$ cat src/rtl/core/ecas_pkg.sv
`default_nettype none
package ecas_pkg;

  // Default side length of the stored grid.
  localparam int GridDimDefault = 64;

  localparam logic [16:0] ONE_Q16   = 17'h10000;
  localparam logic [15:0] AGE_MAX   = 16'hFFFF;
  localparam logic [31:0] LCG_MUL   = 32'd69069;
  localparam logic [31:0] LCG_ADD   = 32'd1;
  localparam logic [3:0]  LAST_SLOT = 4'd8;

  // Cell state codes.
  localparam logic [1:0] ST_EMPTY = 2'd0;
  localparam logic [1:0] ST_SUSC  = 2'd1;
  localparam logic [1:0] ST_INF   = 2'd2;

  typedef enum logic [1:0] {
    CMD_WRITE  = 2'd0,
    CMD_READ   = 2'd1,
    CMD_UPDATE = 2'd2,
    CMD_COMMIT = 2'd3
  } cmd_e;

  typedef enum logic [1:0] {
    REG_GRID_SIZE   = 2'd0,
    REG_INFECT_PROB = 2'd1,
    REG_DEATH_RATE  = 2'd2,
    REG_BIRTH_RATE  = 2'd3
  } reg_idx_e;

  typedef enum logic [3:0] {
    S_IDLE,
    S_DISP,
    S_WRITE,
    S_RD_ISSUE,
    S_RD_WAIT,
    S_AGE_MUL,
    S_POW,
    S_DECIDE,
    S_COPY,
    S_DRAIN,
    S_FIN
  } ctrl_state_e;

  // Commands from the controller to the datapath.
  typedef struct packed {
    logic       load;
    logic       wr_cell;
    logic       rd_issue;
    logic [3:0] rd_slot;
    logic       age_mul;
    logic       pow_step;
    logic       decide;
    logic       copy_start;
    logic       copy_step;
    logic       out_load;
  } ecas_cmd_t;

  // Status from the datapath to the controller.
  typedef struct packed {
    cmd_e       cmd;
    logic       in_store;
    logic       in_grid;
    logic [3:0] nb_count;
    logic       copy_last;
  } ecas_sts_t;

  // Probabilities above one are taken as one.
  function automatic logic [16:0] sat_prob(input logic [16:0] p);
    return (p > ONE_Q16) ? ONE_Q16 : p;
  endfunction

  // Row offset of a read slot: slot 0 is the cell itself, 1 to 8 the Moore neighbours.
  function automatic logic signed [7:0] nb_dx(input logic [3:0] slot);
    logic signed [7:0] d;
    case (slot)
      4'd1, 4'd2, 4'd3: d = -8'sd1;
      4'd6, 4'd7, 4'd8: d = 8'sd1;
      default:          d = 8'sd0;
    endcase
    return d;
  endfunction

  // Column offset of a read slot.
  function automatic logic signed [7:0] nb_dy(input logic [3:0] slot);
    logic signed [7:0] d;
    case (slot)
      4'd1, 4'd4, 4'd6: d = -8'sd1;
      4'd3, 4'd5, 4'd8: d = 8'sd1;
      default:          d = 8'sd0;
    endcase
    return d;
  endfunction

endpackage
`default_nettype wire

$ cat src/rtl/core/ecas_ctrl.sv
`default_nettype none
module ecas_ctrl (
  input  wire logic                clk_i,
  input  wire logic                rst_ni,
  input  wire logic                in_valid_i,
  input  wire logic                out_stall_i,
  input  wire ecas_pkg::ecas_sts_t sts_i,
  output ecas_pkg::ecas_cmd_t      cmd_o,
  output logic                     in_stall_o,
  output logic                     out_valid_o
);
  import ecas_pkg::*;

  ctrl_state_e state_q, state_d;
  logic [3:0]  slot_q, pow_cnt_q;
  logic        out_valid_q;
  logic        out_free;

  assign out_free = !out_valid_q || !out_stall_i;

  // Next state.
  always_comb begin
    state_d = state_q;
    unique case (state_q)
      S_IDLE: begin
        if (in_valid_i) state_d = S_DISP;
      end
      S_DISP: begin
        unique case (sts_i.cmd)
          CMD_WRITE:  state_d = S_WRITE;
          CMD_READ:   state_d = sts_i.in_store ? S_RD_ISSUE : S_FIN;
          CMD_UPDATE: state_d = sts_i.in_grid ? S_RD_ISSUE : S_FIN;
          default:    state_d = S_COPY;
        endcase
      end
      S_WRITE: state_d = S_FIN;
      S_RD_ISSUE: begin
        if (sts_i.cmd == CMD_READ || slot_q == LAST_SLOT) state_d = S_RD_WAIT;
      end
      S_RD_WAIT: state_d = (sts_i.cmd == CMD_READ) ? S_FIN : S_AGE_MUL;
      S_AGE_MUL: state_d = S_POW;
      S_POW: begin
        if (pow_cnt_q == sts_i.nb_count) state_d = S_DECIDE;
      end
      S_DECIDE: state_d = S_FIN;
      S_COPY: begin
        if (sts_i.copy_last) state_d = S_DRAIN;
      end
      S_DRAIN: state_d = S_FIN;
      S_FIN: begin
        if (out_free) state_d = S_IDLE;
      end
      default: state_d = S_IDLE;
    endcase
  end

  // Datapath commands.
  always_comb begin
    cmd_o         = '0;
    cmd_o.rd_slot = slot_q;
    unique case (state_q)
      S_IDLE:     cmd_o.load       = in_valid_i;
      S_DISP:     cmd_o.copy_start = (sts_i.cmd == CMD_COMMIT);
      S_WRITE:    cmd_o.wr_cell    = 1'b1;
      S_RD_ISSUE: cmd_o.rd_issue   = 1'b1;
      S_AGE_MUL:  cmd_o.age_mul    = 1'b1;
      S_POW:      cmd_o.pow_step   = (pow_cnt_q != sts_i.nb_count);
      S_DECIDE:   cmd_o.decide     = 1'b1;
      S_COPY:     cmd_o.copy_step  = 1'b1;
      S_FIN:      cmd_o.out_load   = out_free;
      default:    cmd_o.load       = 1'b0;
    endcase
  end

  // State, counters and the result valid flag.
  always_ff @(posedge clk_i or negedge rst_ni) begin
    if (!rst_ni) begin
      state_q     <= S_IDLE;
      slot_q      <= '0;
      pow_cnt_q   <= '0;
      out_valid_q <= 1'b0;
    end else begin
      state_q <= state_d;
      if (state_q == S_DISP) begin
        slot_q <= '0;
      end else if (state_q == S_RD_ISSUE) begin
        slot_q <= slot_q + 4'd1;
      end
      if (state_q == S_AGE_MUL) begin
        pow_cnt_q <= '0;
      end else if (cmd_o.pow_step) begin
        pow_cnt_q <= pow_cnt_q + 4'd1;
      end
      if (cmd_o.out_load) begin
        out_valid_q <= 1'b1;
      end else if (!out_stall_i) begin
        out_valid_q <= 1'b0;
      end
    end
  end

  assign in_stall_o  = (state_q != S_IDLE);
  assign out_valid_o = out_valid_q;

endmodule
`default_nettype wire

$ cat config.mk
export PLATFORM = sky130hd
export DESIGN_NAME = ecas_ctrl
export DESIGN_NICKNAME = d
export VERILOG_FILES = /design/src/rtl/core/ecas_pkg.sv /design/src/rtl/core/ecas_ctrl.sv
export SDC_FILE = /design/constraint.sdc
export NUM_CORES = 1
export LEC_CHECK = 0
export BUFFER_PORTS_ARGS = -buffer_cell sky130_fd_sc_hd__clkbuf_2
export CAP_MARGIN = 20
export CORE_MARGIN = 1.5
export CORE_UTILIZATION = 27
export DETAILED_ROUTE_END_ITERATION = 8
export PLACE_DENSITY_LB_ADDON = 0.08
export SETUP_SLACK_MARGIN = 0.4
export SKIP_CTS_REPAIR_TIMING = 1
export SYNTH_ARGS = -nofsm -noshare
export SYNTH_HDL_FRONTEND = slang
export SYNTH_SLANG_ARGS = --single-unit
$ cat constraint.sdc
create_clock -name clk_i -period 3.5 [get_ports clk_i]
set_clock_uncertainty 0.05 [all_clocks]
set_input_delay 0.175 -clock clk_i [delete_from_list [all_inputs] [get_ports clk_i]]
set_output_delay 0.175 -clock clk_i [all_outputs]
set_load 0.005 [all_outputs]
==> summary.md <==
| Metric | Value |
|---|---|
| Post-layout util | `0.344` |
| Setup violations, final | `0` |
| Fin. max-slew vios | `0` |
| Syn-to-layout area delta | `21.7%` |
| TNS Setup | `0 ps` |
| CP cell instances | `inv_1 -> ha_1 -> and3b_1 -> or4b_1 -> o2111ai_2 -> mux2_2` |
| # rows | `21` |
| Initial DRC count | `30` |
| Crit path kind | `flip-flop to flip-flop` |
| Critical Path Source Type | `flip-flop` |
| Placed Area | `0.00112 sq mm` |
| Tcrit/Tclk final | `0.586` |
| Nets | `155` |
| CTS tree | `yes` |
| Share of cells above drive strength 1 | `0.268` |
| Crit-path max FO | `5` |
| NetSw | `0.376 mW` |
| Core Area | `0.00336 sq mm` |
| Sequential power share | `0.398` |
| Remaining global-route overflow | `0` |
| Synth Cell Area | `952 sq um` |
| Internal power | `0.441 mW` |
| Layout fillers | `385` |
| Lkg Pwr | `0.540 nW` |
| Max Clk Rate | `0.487 GHz` |
| Num Clock Sinks | `13` |
| Clk slew on worst S/H paths | `90 ps` |
| Synth cell types | `35` |
| WP data required | `3620 ps` |
| Total of max-cap violations | `0` |
| Die area | `0.00389 sq mm` |
| Final hold vios | `0` |
| Slew @ Worst Pin | `570 ps` |
| CTS max path bufs | `2` |
| Final std cells w/o fill | `184` |
| Number of global-route vias before repair | `809` |
| Crit path DAT | `2170 ps` |
| Crit end category | `flip-flop` |
| Combinational share of power | `0.485` |
| Post-Synthesis Cells | `112` |
| Ant diodes | `0` |
| Port bufs | `27` |
| Design area | `0.00116 sq mm` |
| Starting Density | `0.283` |
| Largest net degree at the start of global routing | `19` |
| Root Driver | `clkbuf_4` |
| Slew HR | `0.619` |
| Clk network pwr share | `0.117` |
| Drt total wl | `2.22 mm` |
| Worst slack, placed | `1450 ps` |
| Outcome | `finished clean` |
| Post-Syn Nets | `128` |
| Avg Inst Size Synth | `8.50 sq um` |
| Worst skew pair latency | `270 ps` |
| Die extent in y | `62.4 um` |
| Htree depth | `1` |
| Max VDD drop | `0.265 mV` |
| Synthesis Warnings | `0` |
| Antenna Nets Post-Route | `0` |
| Number of buffers created by CTS | `3` |
| Seq cells post-synth | `13` |
| Hold crit path type | `input port to flip-flop` |
| Overall Global Routing Usage | `0.118` |
| Placed insts | `179` |
| CP max-delay cell | `or4b_1` |
| Register area share after synthesis | `0.342` |
| Routed WL per cell | `12.1 um` |
| Dpl hpwl | `1.66 mm` |
| Final period demand of the worst path | `2050 ps` |
| Vias/cell | `4.83` |
| WP buf/inv | `1` |
| Cell family with most CP delay | `simple AND/OR/NAND/NOR gates` |
| RSZ-0062 raised after global routing | `no` |
| Hold Slack | `136 ps` |
| Delay of the slowest critical-path stage | `540 ps` |
| Drt first pass iters | `4` |
| Die W | `62.4 um` |
| Switching share of total power | `0.460` |
| First-pass GRT wire length | `3.77 mm` |
| Via count | `889` |
| Total power | `0.817 mW` |
| Worst setup margin | `1450 ps` |
| Initial antenna violation count | `0` |
| # IOs | `28` |
| Pwr Density | `705 mW/mm^2` |
| Gpl congestion | `0.820` |
| # DRC | `0` |
[final timing paths]
path                                     startpoint  cells past startpoint                  endpoint  slack (ps)
max in group asynchronous                    rst_ni                      2  pow_cnt_q[1]$_DFFE_PN0P_        2860
max reg2reg                   slot_q[0]$_DFFE_PN0P_                      6    state_q[3]$_DFFE_PN0P_        1450
max                           slot_q[0]$_DFFE_PN0P_                      6    state_q[3]$_DFFE_PN0P_        1450
min                                     out_stall_i                      3   out_valid_o$_DFFE_PN0P_         140
min reg2reg                pow_cnt_q[2]$_DFFE_PN0P_                      1  pow_cnt_q[2]$_DFFE_PN0P_         500
min in group asynchronous                    rst_ni                      2    state_q[3]$_DFFE_PN0P_         280
[sequential cells by signal, indices dropped and copies added, names as in the netlist]
register / count
out_valid_o: 1
pow_cnt_q: 4
state_q: 4
slot_q: 4
[kinds of logic after synthesis]
| family | synth area share |
|---|---|
| AOI/OAI and AO/OA | 0.195 |
| xor gates and xnor gates | 0.0552 |
| adders and majority gates | 0.0394 |
| buffers and inverters | 0.0434 |
| DFF | 0.342 |
| muxes | 0.0539 |
| and+or+nand+nor | 0.272 |
[Yosys cell counts, drive strengths merged]
cell / count / area, sq um
a2111oi: 1 / 8.76
a211oi: 1 / 7.51
a21oi: 6 / 30.0
a31oi: 1 / 6.26
a32oi: 1 / 8.76
and3: 1 / 6.26
and3b: 1 / 8.76
and4bb: 1 / 12.5
clkbuf: 6 / 22.5
dfrtp: 13 / 325
ha: 3 / 37.5
inv: 5 / 18.8
mux2: 1 / 11.3
mux2i: 4 / 40.0
nand2: 15 / 56.3
nand2b: 5 / 31.3
nand3: 2 / 10.0
nand3b: 3 / 22.5
nor2: 9 / 33.8
nor2b: 2 / 12.5
nor3: 4 / 20.0
nor4: 2 / 12.5
o2111ai: 1 / 15.0
o211ai: 1 / 7.51
o21ai: 8 / 40.0
o221ai: 2 / 17.5
o31a: 1 / 8.76
o31ai: 1 / 7.51
o41ai: 1 / 27.5
or2: 1 / 6.26
or3: 1 / 7.51
or3b: 1 / 8.76
or4b: 1 / 10.0
xnor2: 1 / 8.76
xor2: 5 / 43.8
[cells in the final DEF, fill, tap and decap left out, types with 5 or more instances in the layout]
cell / count
xor2_1: 5
o21ai_0: 8
inv_1: 5
nand2_1: 15
nand2b_1: 5
dfrtp_1: 13
a21oi_1: 6
nor2_1: 9
clkbuf_2: 27
[layer usage]
layer | vias to the layer above | part of all wire | GRT usage
met5 | - | 0 | 0
met4 | 0 | 0.0072 | 0.0500
met3 | 2 | 0.048 | 0.0216
met2 | 25 | 0.44 | 0.171
met1 | 413 | 0.51 | 0.171
li1 | 449 | - | -
[cell type report]
class                           instances  area [sq um]  area share
Timing Repair Buffer                   28           145       0.125
Inverter                                5          18.8      0.0162
Tap cell                               46          57.6      0.0497
Sequential cell                        13           325       0.281
Multi-Input combinational cell         88           586       0.505
Clock buffer                            4          26.3      0.0227
[power by group through the flow]
stage	Clock, mW	Sequential, mW	Combinational [mW]
floorplan	0	0.256	0.340
global placement	0	0.325	0.409
detailed placement	0	0.326	0.399
CTS	0.0988	0.324	0.401
global route	0.108	0.341	0.449
finish	0.0952	0.325	0.396
[worst register-to-register path: stages, from the launching register on]
cell	delay [ps]
dfrtp_1	410
inv_1	80
ha_1	190
and3b_1	180
or4b_1	540
o2111ai_2	150
mux2_2	360
Note: power is estimated with default switching activity, not from simulation.
